**src/lvt_pkg.sv**
```systemverilog
`default_nettype none

package lvt_pkg;

    // Field widths of the request and response transactions.
    localparam int OP_W      = 2;
    localparam int ID_W      = 6;
    localparam int LIMIT_W   = 7;
    localparam int COUNT_W   = 7;

    // Default number of tracked frames and the reset value of the limit register.
    localparam int               NUM_FRAMES_DEF = 64;
    localparam logic [LIMIT_W-1:0] LIMIT_RST    = 7'd64;

    // Operation codes carried by a request.
    typedef enum logic [OP_W-1:0] {
        OP_UNPIN  = 2'd0,
        OP_PIN    = 2'd1,
        OP_VICTIM = 2'd2
    } t_op;

    // Command broadcast from the control logic to every cell of the chain.
    typedef struct packed {
        logic            load;   // append id at the first empty cell
        logic            pin;    // remove the cell holding id
        logic            evict;  // remove the head cell
        logic [ID_W-1:0] id;
    } t_cell_cmd;

endpackage

`default_nettype wire

```
**src/lvt_in_if.sv**
```systemverilog
`default_nettype none

interface lvt_in_if;
    import lvt_pkg::*;

    logic            valid;
    logic            ready;
    logic [OP_W-1:0] operation;
    logic [ID_W-1:0] frame_num;

    modport source (output valid, output operation, output frame_num, input ready);
    modport sink   (input valid, input operation, input frame_num, output ready);
endinterface

`default_nettype wire

```
**src/lvt_out_if.sv**
```systemverilog
`default_nettype none

interface lvt_out_if;
    import lvt_pkg::*;

    logic               valid;
    logic               ready;
    logic               victim_found;
    logic [ID_W-1:0]    victim_frame;
    logic [COUNT_W-1:0] evictable_count;
    logic               bad_frame;

    modport source (output valid, output victim_found, output victim_frame,
                    output evictable_count, output bad_frame, input ready);
    modport sink   (input valid, input victim_found, input victim_frame,
                    input evictable_count, input bad_frame, output ready);
endinterface

`default_nettype wire

```
**src/lvt_cell.sv**
```systemverilog
`default_nettype none

module lvt_cell
    import lvt_pkg::*;
(
    input  wire logic            i_clk,
    input  wire logic            i_rst_n,
    input  wire t_cell_cmd       i_cmd,
    input  wire logic            i_prev_valid,
    input  wire logic            i_shift_in,
    input  wire logic            i_next_valid,
    input  wire logic [ID_W-1:0] i_next_id,
    output logic                 o_valid,
    output logic [ID_W-1:0]      o_id,
    output logic                 o_match,
    output logic                 o_shift_out
);

    logic            r_valid;
    logic [ID_W-1:0] r_id;
    logic            n_valid;
    logic [ID_W-1:0] n_id;
    logic            take_new;

    // A cell matches when it holds the requested frame.
    assign o_match = r_valid && (r_id == i_cmd.id);

    // Once a removal point is passed, every cell to its right moves one place left.
    assign o_shift_out = i_shift_in || (i_cmd.pin && o_match);

    // An append lands in the first empty cell: left neighbor full, this one empty.
    assign take_new = i_cmd.load && i_prev_valid && !r_valid;

    always_comb begin
        n_valid = r_valid;
        n_id    = r_id;
        if (o_shift_out) begin
            n_valid = i_next_valid;
            n_id    = i_next_id;
        end else if (take_new) begin
            n_valid = 1'b1;
            n_id    = i_cmd.id;
        end
    end

    always_ff @(posedge i_clk) begin
        if (!i_rst_n) begin
            r_valid <= 1'b0;
        end else begin
            r_valid <= n_valid;
        end
    end

    always_ff @(posedge i_clk) begin
        r_id <= n_id;
    end

    assign o_valid = r_valid;
    assign o_id    = r_id;

endmodule

`default_nettype wire

```
**src/lvt_chain.sv**
```systemverilog
`default_nettype none

module lvt_chain
    import lvt_pkg::*;
#(
    parameter int NUM_FRAMES = NUM_FRAMES_DEF
) (
    input  wire logic       i_clk,
    input  wire logic       i_rst_n,
    input  wire t_cell_cmd  i_cmd,
    output logic            o_head_valid,
    output logic [ID_W-1:0] o_head_id,
    output logic            o_present
);

    logic [NUM_FRAMES-1:0] cell_valid;
    logic [ID_W-1:0]       cell_id [NUM_FRAMES];
    logic [NUM_FRAMES-1:0] cell_match;
    logic [NUM_FRAMES-1:0] cell_shift;

    // Row of cells ordered from least recent (cell 0) to most recent.
    for (genvar g = 0; g < NUM_FRAMES; g++) begin : g_cell
        logic            prev_valid;
        logic            shift_in;
        logic            next_valid;
        logic [ID_W-1:0] next_id;

        if (g == 0) begin : g_head
            assign prev_valid = 1'b1;
            assign shift_in   = i_cmd.evict;
        end else begin : g_body
            assign prev_valid = cell_valid[g-1];
            assign shift_in   = cell_shift[g-1];
        end

        if (g == NUM_FRAMES - 1) begin : g_tail
            assign next_valid = 1'b0;
            assign next_id    = i_cmd.id;
        end else begin : g_link
            assign next_valid = cell_valid[g+1];
            assign next_id    = cell_id[g+1];
        end

        lvt_cell u_cell (
            .i_clk        (i_clk),
            .i_rst_n      (i_rst_n),
            .i_cmd        (i_cmd),
            .i_prev_valid (prev_valid),
            .i_shift_in   (shift_in),
            .i_next_valid (next_valid),
            .i_next_id    (next_id),
            .o_valid      (cell_valid[g]),
            .o_id         (cell_id[g]),
            .o_match      (cell_match[g]),
            .o_shift_out  (cell_shift[g])
        );
    end

    assign o_head_valid = cell_valid[0];
    assign o_head_id    = cell_id[0];
    assign o_present    = |cell_match;

endmodule

`default_nettype wire

```
**src/lru_victim_tracker.sv**
```systemverilog
`default_nettype none

// A result is held in the output register from the cycle after its request is taken.
// One transaction per cycle while the response side keeps up; every cell of the chain updates in the same cycle.
// The request side stalls only while a result waits and the response side is not ready.
// Reset (synchronous, active low): the list is empty, the count is zero and the limit is 64.

module lru_victim_tracker
    import lvt_pkg::*;
#(
    parameter int NUM_FRAMES = NUM_FRAMES_DEF
) (
    input  wire logic               i_clk,
    input  wire logic               i_rst_n,
    input  wire logic               i_cfg_we,
    input  wire logic [LIMIT_W-1:0] i_cfg_data,
    lvt_in_if.sink                  i_req,
    lvt_out_if.source               o_rsp
);

    localparam int CW   = $clog2(NUM_FRAMES + 1);
    localparam int CMPW = ((CW > LIMIT_W) ? CW : LIMIT_W) + 1;
    localparam int SUMW = CW + COUNT_W;

    logic [LIMIT_W-1:0] r_frame_limit;
    logic [CW-1:0]      r_count;
    logic [CW-1:0]      n_count;

    logic               r_out_valid;
    logic               r_found;
    logic [ID_W-1:0]    r_victim;
    logic [COUNT_W-1:0] r_count_out;
    logic               r_bad;

    logic               accept;
    logic               is_unpin;
    logic               is_pin;
    logic               is_victim;
    logic [CMPW-1:0]    limit_ext;
    logic [CMPW-1:0]    frames_ext;
    logic [CMPW-1:0]    eff_limit;
    logic               id_bad;
    logic               bad;
    logic               head_valid;
    logic [ID_W-1:0]    head_id;
    logic               present;
    logic               grow;
    logic               shrink;
    logic [SUMW-1:0]    count_wide;
    t_cell_cmd          cmd;

    // Limit register.
    always_ff @(posedge i_clk) begin
        if (!i_rst_n) begin
            r_frame_limit <= LIMIT_RST;
        end else if (i_cfg_we) begin
            r_frame_limit <= i_cfg_data;
        end
    end

    // Request handshake: take a new transaction unless a result is stuck.
    assign i_req.ready = !r_out_valid || o_rsp.ready;
    assign accept      = i_req.valid && i_req.ready;

    // Operation decode.
    always_comb begin
        is_unpin  = 1'b0;
        is_pin    = 1'b0;
        is_victim = 1'b0;
        case (i_req.operation)
            OP_UNPIN:  is_unpin  = 1'b1;
            OP_PIN:    is_pin    = 1'b1;
            OP_VICTIM: is_victim = 1'b1;
            default:   ;
        endcase
    end

    // Range check against the smaller of the register and the chain length.
    assign limit_ext  = CMPW'(r_frame_limit);
    assign frames_ext = CMPW'(NUM_FRAMES);
    assign eff_limit  = (limit_ext < frames_ext) ? limit_ext : frames_ext;
    assign id_bad     = CMPW'(i_req.frame_num) >= eff_limit;
    assign bad        = (is_unpin || is_pin) && id_bad;

    // Command to the cell chain.
    assign grow      = accept && is_unpin && !id_bad && !present && (r_count < CW'(NUM_FRAMES));
    assign cmd.load  = grow;
    assign cmd.pin   = accept && is_pin && !id_bad;
    assign cmd.evict = accept && is_victim && head_valid;
    assign cmd.id    = i_req.frame_num;

    lvt_chain #(
        .NUM_FRAMES (NUM_FRAMES)
    ) u_chain (
        .i_clk        (i_clk),
        .i_rst_n      (i_rst_n),
        .i_cmd        (cmd),
        .o_head_valid (head_valid),
        .o_head_id    (head_id),
        .o_present    (present)
    );

    // Count of listed frames.
    assign shrink = (cmd.pin && present) || cmd.evict;

    always_comb begin
        n_count = r_count;
        if (grow) begin
            n_count = r_count + CW'(1);
        end else if (shrink) begin
            n_count = r_count - CW'(1);
        end
    end

    always_ff @(posedge i_clk) begin
        if (!i_rst_n) begin
            r_count <= '0;
        end else begin
            r_count <= n_count;
        end
    end

    assign count_wide = SUMW'(n_count);

    // Output register.
    always_ff @(posedge i_clk) begin
        if (!i_rst_n) begin
            r_out_valid <= 1'b0;
        end else if (accept) begin
            r_out_valid <= 1'b1;
        end else if (o_rsp.ready) begin
            r_out_valid <= 1'b0;
        end
    end

    always_ff @(posedge i_clk) begin
        if (accept) begin
            r_found     <= cmd.evict;
            r_victim    <= cmd.evict ? head_id : '0;
            r_count_out <= count_wide[COUNT_W-1:0];
            r_bad       <= bad;
        end
    end

    assign o_rsp.valid           = r_out_valid;
    assign o_rsp.victim_found    = r_found;
    assign o_rsp.victim_frame    = r_victim;
    assign o_rsp.evictable_count = r_count_out;
    assign o_rsp.bad_frame       = r_bad;

endmodule

`default_nettype wire
```
**src/flat_wrapper.sv**
```systemverilog
// flat-port wrapper written by rule: the top's interface ports become plain ports
module lru_victim_tracker_flat import lvt_pkg::*;
#(
    parameter int NUM_FRAMES = NUM_FRAMES_DEF
)
  (i_clk, i_rst_n, i_cfg_we, i_cfg_data, i_req_valid, i_req_operation, i_req_frame_num, i_req_ready, o_rsp_valid, o_rsp_victim_found, o_rsp_victim_frame, o_rsp_evictable_count, o_rsp_bad_frame, o_rsp_ready);
  lvt_in_if i_req_i ();
  lvt_out_if o_rsp_i ();
  input  wire logic i_clk;
  input  wire logic i_rst_n;
  input  wire logic i_cfg_we;
  input  wire logic [LIMIT_W-1:0] i_cfg_data;
  input wire logic [$bits(i_req_i.valid)-1:0] i_req_valid;
  input wire logic [$bits(i_req_i.operation)-1:0] i_req_operation;
  input wire logic [$bits(i_req_i.frame_num)-1:0] i_req_frame_num;
  output wire logic [$bits(i_req_i.ready)-1:0] i_req_ready;
  output wire logic [$bits(o_rsp_i.valid)-1:0] o_rsp_valid;
  output wire logic [$bits(o_rsp_i.victim_found)-1:0] o_rsp_victim_found;
  output wire logic [$bits(o_rsp_i.victim_frame)-1:0] o_rsp_victim_frame;
  output wire logic [$bits(o_rsp_i.evictable_count)-1:0] o_rsp_evictable_count;
  output wire logic [$bits(o_rsp_i.bad_frame)-1:0] o_rsp_bad_frame;
  input wire logic [$bits(o_rsp_i.ready)-1:0] o_rsp_ready;
  assign i_req_i.valid = i_req_valid;
  assign i_req_i.operation = i_req_operation;
  assign i_req_i.frame_num = i_req_frame_num;
  assign i_req_ready = i_req_i.ready;
  assign o_rsp_valid = o_rsp_i.valid;
  assign o_rsp_victim_found = o_rsp_i.victim_found;
  assign o_rsp_victim_frame = o_rsp_i.victim_frame;
  assign o_rsp_evictable_count = o_rsp_i.evictable_count;
  assign o_rsp_bad_frame = o_rsp_i.bad_frame;
  assign o_rsp_i.ready = o_rsp_ready;
  lru_victim_tracker #(.NUM_FRAMES(NUM_FRAMES)) u_core (.i_clk(i_clk), .i_rst_n(i_rst_n), .i_cfg_we(i_cfg_we), .i_cfg_data(i_cfg_data), .i_req(i_req_i), .o_rsp(o_rsp_i));
endmodule
```
**config.mk**
```make
export PLATFORM = sky130hd
export DESIGN_NAME = lru_victim_tracker_flat
export DESIGN_NICKNAME = d
export VERILOG_FILES = /design/src/lvt_pkg.sv /design/src/lvt_in_if.sv /design/src/lvt_out_if.sv /design/src/lvt_cell.sv /design/src/lvt_chain.sv /design/src/lru_victim_tracker.sv /design/src/flat_wrapper.sv
export SDC_FILE = /design/constraint.sdc
export NUM_CORES = 1
export LEC_CHECK = 0
export BUFFER_PORTS_ARGS = -buffer_cell sky130_fd_sc_hd__buf_2
export CELL_PAD_IN_SITES_DETAIL_PLACEMENT = 0
export CELL_PAD_IN_SITES_GLOBAL_PLACEMENT = 1
export CORE_UTILIZATION = 25
export DETAILED_ROUTE_END_ITERATION = 12
export GPL_TIMING_DRIVEN = 0
export PLACE_DENSITY = 0.51
export SYNTH_ARGS = -nofsm -noshare
export SYNTH_HDL_FRONTEND = slang
export SYNTH_SLANG_ARGS = --single-unit
```
**constraint.sdc**
```tcl
create_clock -name i_clk -period 6.3 [get_ports i_clk]
set_clock_uncertainty 0.2 [all_clocks]
set_input_delay 0 -clock i_clk [delete_from_list [all_inputs] [get_ports i_clk]]
set_output_delay 0 -clock i_clk [all_outputs]
set_load 0.02 [all_outputs]
```
* Word level (Yosys, flattened, before mapping)
Cells that the tools add are included.
** Word-level totals
- Flip-flop bits (word level) :: 478
- Latch bits :: 0
- RAM bits :: 0
- Bits in read-only memories :: 0
- Bits of input ports :: 20
- Logic and storage cells :: 937
- Memories :: 0
** Operators by class
- Add/subtract/negate cells :: 2
- Multipliers :: 0
- Div/mod/pow operators :: 0
- Magnitude comparators :: 3
- Equal/unequal tests :: 66
- Shifts and indexed selects :: 0
- Muxes and demuxes :: 262
- Bitwise logic cells :: 1
- Reduce and logical (&&, ||, !) cells :: 468
** Operators by type and width (count)
- $mux W6 :: 128
- $eq A6 B6 Y1 :: 64
- $logic_and A1 B1 Y1 :: 266
- $mux W1 :: 131
- $reduce_bool A2 Y1 :: 65
- $logic_not A1 Y1 :: 67
- $logic_or A1 B1 Y1 :: 67
- $reduce_or A64 Y1 :: 1
- $mux W7 :: 3
- $lt A7 B7 Y1 const B :: 2
- $ge A6 B8 Y1 :: 1
- $add A7 B1 Y7 const B :: 1
- $sub A7 B1 Y7 const B :: 1
- $eq A2 B1 Y1 const B :: 1
- $eq A2 B2 Y1 const B :: 1
- $logic_not A2 Y1 :: 1
- $reduce_or A2 Y1 :: 1
- $not A1 Y1 :: 1

* Logic depth before layout (Yosys ltp)
- Depth after elaboration :: 71
- Gate-level depth with buffers :: 18
- Depth with buffers taken out :: 12

* Cells and area by module
Synthesis repeated with hierarchy kept, for this count alone.
** Unflattened totals
- Cell total of the unflattened synthesis :: 2023
- Area total of the unflattened synthesis :: 27381.3 um^2
** Modules (own cells, without submodules)
- lvt_cell :: times used 64, cells each 29, area each 400.4 um^2
- lru_victim_tracker :: times used 1, cells each 144, area each 1610.3 um^2
- lvt_chain :: times used 1, cells each 23, area each 146.4 um^2

* Least setup slack after synthesis
OpenSTA, ideal clock, no wires.
- Kind :: input-to-reg
- From :: input port i_req_frame_num[0]
- To :: register u_core.u_chain.g_cell[44].u_cell.r_id[0], enable pin
- Setup time :: 0.393 ns
- Arrival :: 3.763 ns
- Data required time :: 5.707 ns
- Path slack :: 1.944 ns
- Stages :: 14
- Buffers on the path :: 5
- Cells stage by stage :: buf_6 -> buf_4 -> buf_2 -> inv_1 -> clkbuf_1 -> ha_1 -> nand2b_1 -> a21o_1 -> a2111oi_2 -> o31ai_1 -> nor4_1 -> nand2_1 -> buf_4 -> o311ai_0
** Between the ends
- Cells in the longest elaborated chain, start to end :: 50
- Elaborated cells on any way between the ends :: 229
- Those cells by class :: order compare: 1; eq/ne: 64; reduce/logical: 164
** RTL lines
- start: declaration :: line flat_wrapper.sv:15 : input wire logic [$bits(i_req_i.frame_num)-1:0] i_req_frame_num;
- $ge A6 B8 Y1 :: line lru_victim_tracker.sv:82 : assign id_bad = CMPW'(i_req.frame_num) >= eff_limit;
- $logic_not A1 Y1 :: line lru_victim_tracker.sv:86, lru_victim_tracker.sv:88
- $logic_and A1 B1 Y1 :: line lru_victim_tracker.sv:88 : assign cmd.pin = accept && is_pin && !id_bad;
- $logic_and A1 B1 Y1 :: line lvt_cell.sv:29 : assign o_shift_out = i_shift_in || (i_cmd.pin && o_match);
- $logic_or A1 B1 Y1 (45 in series) :: line lvt_cell.sv:29
- $reduce_bool A2 Y1 (no line) *
- end signal: assignment :: line lvt_cell.sv:55 : r_id <= n_id;
- end: declaration :: line lvt_cell.sv:20 : logic [ID_W-1:0] r_id;
Every way passes the cells marked *; elsewhere a longest branch is shown, timed or not.
A chain may end at the register's enable or synchronous reset.

* Final worst setup path
- From :: input port i_req_frame_num[0]
- To :: register u_core.u_chain.g_cell[51].u_cell.r_id[3], enable pin
** Between the ends
- Cells in the longest elaborated chain, start to end :: 57
- Elaborated cells on any way between the ends :: 243
- Those cells by class :: order compare: 1; eq/ne: 64; reduce/logical: 178
** RTL lines (line)
- $ge A6 B8 Y1 :: lru_victim_tracker.sv:82
- $logic_not A1 Y1 :: lru_victim_tracker.sv:86, lru_victim_tracker.sv:88
- $logic_and A1 B1 Y1 :: lru_victim_tracker.sv:88
- $logic_and A1 B1 Y1 :: lvt_cell.sv:29
- $logic_or A1 B1 Y1 (52 in series) :: lvt_cell.sv:29
- $reduce_bool A2 Y1 (no line) *
- end signal: assignment :: lvt_cell.sv:55
- end: declaration :: lvt_cell.sv:20
Marked as above.

==> flow_metrics.env <==
export IMPL_r2r_slack_ns=1.12
export IMPL_grt_pass1_wl_um=147000
export IMPL_grt_use_total_pct=19.3
export IMPL_synthArstFlopShare_pct=0
export IMPL_place_hpwl_um=70700
export IMPL_die_area_um2=107000
export IMPL_synth_most_common_cell="edfxtp_1"
export IMPL_yosysWarnings=0
export IMPL_cp_max_fo=10
export IMPL_post_drt_wl_per_cell_um=28.4
export IMPL_fill_cells=10600
export IMPL_gp_congestion=0.845
export IMPL_met1_usage_pct=26.1
export IMPL_grt_busiest_layer="met2"
export IMPL_grt_max_degree=17
export IMPL_antenna_found_initial=5
export IMPL_grt_pass1_vias=18900
export IMPL_utilization_pct=29.5
export IMPL_vias=18500
export IMPL_rr_worst_depth=13
export IMPL_htreeDepth=2
export IMPL_violations="capacitance limit, slew limit"
export IMPL_synth_area_leaders="edfxtp_1, mux2_2, xnor2_1"
export IMPL_drive_gt1_share_pct=27.4
export IMPL_viasPerCell=5.01
export IMPL_netlist_instances=2114
export IMPL_synthFlopType="edfxtp_1"
export IMPL_leakage_nw=10.1
export IMPL_drt_total_wl_um=105000
export IMPL_p_per_area_nw_per_um2=253
export IMPL_cts_tree="done"
export IMPL_pin_count=37
export IMPL_rsz0062_at_grt="no"
export IMPL_finalSetupViolations=0
export IMPL_timing_rr_start="u_core.r_frame_limit[6]"
export IMPL_slew_violations=11
export IMPL_numCtsBuffers=58
export IMPL_nNetsFinal=2278
export IMPL_dr_pass1_iters=6
export IMPL_post_place_cells=3530
export IMPL_cts_clk_slew_worst_paths_ns=0.06
export IMPL_die_w_um=327
export IMPL_dr_first_iter_drc_count=1959
export IMPL_maxCapViolCount=1
export IMPL_worstMarginPinSlew_ns=1.52
export IMPL_met2_usage_pct=32.0
export IMPL_status="complete, but fails checks"
export IMPL_syn_nets=2142
export IMPL_clockRootBuffer="clkbuf_16"
export IMPL_synth_edf_count=399
export IMPL_overflow=0
export IMPL_r2r_end="u_core.u_chain.g_cell[51].u_cell.o_id[3]"
export IMPL_finalHoldViolCount=0
export IMPL_synth_largest_area_cell="edfxtp_1"
export IMPL_syn_to_final_growth_pct=16.6
export IMPL_io_buffer_count=34
export IMPL_avgSynthCellArea_um2=12.5
export IMPL_max_freq_mhz=165
export IMPL_ctsLongestPathBuffers=3
export IMPL_crit_required_ns=6.36
export IMPL_syn_area_um2=26400
export IMPL_die_y_um=327
export IMPL_start_util_pct=25.3
export IMPL_arrival_ns=6.13
export IMPL_holdWs_ns=0.0490
export IMPL_power_mw=7.79
export IMPL_rows=118
export IMPL_hold_path_class="primary input to register"
export IMPL_crit_end="u_core.u_chain.g_cell[51].u_cell.o_id[3]"
export IMPL_crit_start="i_req_frame_num[0]"
export IMPL_end_kind="register"
export IMPL_cts_sinks=478
export IMPL_synth_seq_cells=478
export IMPL_ys_top_cells_by_count="edfxtp_1, mux2_2, xnor2_1"
export IMPL_post_route_period_util_pct=96.3
export IMPL_vdd_drop_max_mv=0.231
export IMPL_use_met3_pct=2.71
export IMPL_clk_latency_ns=0.64
export IMPL_drc=0
export IMPL_critPathKind="primary input to register"
export IMPL_critPathLaunchType="primary input"
export IMPL_yosysUniqueCellTypes=80
export IMPL_seq_area_frac_synth_pct=51.4
export IMPL_instances_no_fill=3683
export IMPL_yosysTopAreaCellShare_pct=45.4
export IMPL_coreArea_um2=104000
export IMPL_slew_limit_headroom_pct=-1.37
export IMPL_period_minus_slack_ns=6.07
export IMPL_ant_nets=0
[kinds of logic after synthesis]
kind of cell               Yosys count  share of synthesized area, %
AOI/OAI and AO/OA                  288                          8.12
xor gates and xnor gates           387                          12.9
muxes                              346                          14.7
and+or+nand+nor                    417                          8.40
buffers and inverters              190                          4.06
adders and majority gates            8                         0.380
DFF                                478                          51.4
[cell type report]
type | instances | area, µm² | area share [%]
flip-flops and latches | 478 | 13600 | 44.1
well taps | 1380 | 1730 | 5.62
plain buffers | 137 | 875 | 2.85
inverters | 53 | 199 | 0.647
clock buffers | 82 | 1680 | 5.45
diodes | 3 | 7.51 | 0.0244
clock inverters | 28 | 345 | 1.12
repair buffers | 76 | 589 | 1.92
multi-input cells | 1446 | 11800 | 38.2
[per-layer routing]
metal  vias up  routed length [µm]
met3       149                6220
met5         -                   0
li1       8094                   -
met2       647               49300
met1      9564               46200
met4         0                2990
[where the power goes]
group / internal (mW) / leakage [nW] / switching (mW)
registers: 3.45 / 4.24 / 0.0213
logic: 0.243 / 4.83 / 0.454
clock network: 2.17 / 0.985 / 1.45
[worst min path at each step]
stage | startpoint | endpoint | slack [ns] | depth (start not counted)
6_report | o_rsp_ready | u_core.o_rsp.valid | 0.05 | 4
5_1_grt | o_rsp_ready | u_core.o_rsp.valid | 0.06 | 4
4_1_cts | o_rsp_ready | u_core.o_rsp.valid | 0.008 | 4
3_5_place_dp | i_req_frame_num[0] | u_core.u_chain.g_cell[63].u_cell.o_id[0] | 0.03 | 1
3_3_place_gp | i_cfg_data[6] | u_core.r_frame_limit[6] | 0.02 | 3
2_1_floorplan | i_req_frame_num[0] | u_core.u_chain.g_cell[63].u_cell.o_id[0] | -0.10 | 0
[through the flow]
| step | setup slack [ns] | setup TNS, ns | instance area (µm²) |
|---|---|---|---|
| after floorplan | 1.94 | 0 | 26400 |
| after global placement | -1.70 | -747.86 | 28300 |
| after detailed placement | -0.482 | -57.71 | 28300 |
| after CTS | 0.186 | 0 | 30700 |
| after global routing | 0.0714 | 0 | 30700 |
| final | 0.231 | 0 | 30700 |
[worst max-delay path, stage by stage]
cell       delay, ns
buf_2           0.11
buf_6           0.17
buf_4           0.37
buf_2           0.54
inv_1           0.31
clkbuf_1        0.42
ha_1            0.40
nand2b_1        0.13
a21o_1          0.19
a2111oi_2       0.48
o31ai_2         0.10
buf_6           0.18
o21ai_1         0.90
o31ai_1         0.47
o21a_1          0.38
buf_4           0.27
nand2_1         0.29
o21bai_1        0.34
[timing repair]
item	4_1_cts	5_1_grt
buffers inserted	0	0
hold endpoints to repair	23	0
hold buffers	40	0
resized for setup	0	5
endpoints found under the setup margin	0	61
[registers in the layout (all words and copies together), names as in the netlist]
| name | count |
|---|---|
| u_core.o_rsp.evictable_count | 7 |
| u_core.o_rsp.valid | 1 |
| u_core.u_chain.g_cell.u_cell.o_valid | 64 |
| u_core.o_rsp.victim_frame | 6 |
| u_core.r_frame_limit | 7 |
| u_core.o_rsp.bad_frame | 1 |
| u_core.o_rsp.victim_found | 1 |
| u_core.r_count | 7 |
| u_core.u_chain.g_cell.u_cell.o_id | 384 |
[placed cells by master (no fill, tap or decap), types with 26 or more instances in the layout]
cell           netlist  layout
edfxtp_1           399     399
mux2_2             337     337
xnor2_1            196     196
xor2_1             191     191
nand2_1            129     129
o21ai_0             92      92
dfxtp_1             79      79
nand4_1             67      67
buf_2               30      64
clkbuf_1            50      62
clkbuf_16            0      61
nor4_1              62      60
inv_1               52      52
dlygate4sd3_1        0      40
nor2_1              37      37
buf_6               29      30
a211oi_1            30      30
a31oi_1             26      26
Note: power is estimated with default switching activity, not from simulation.
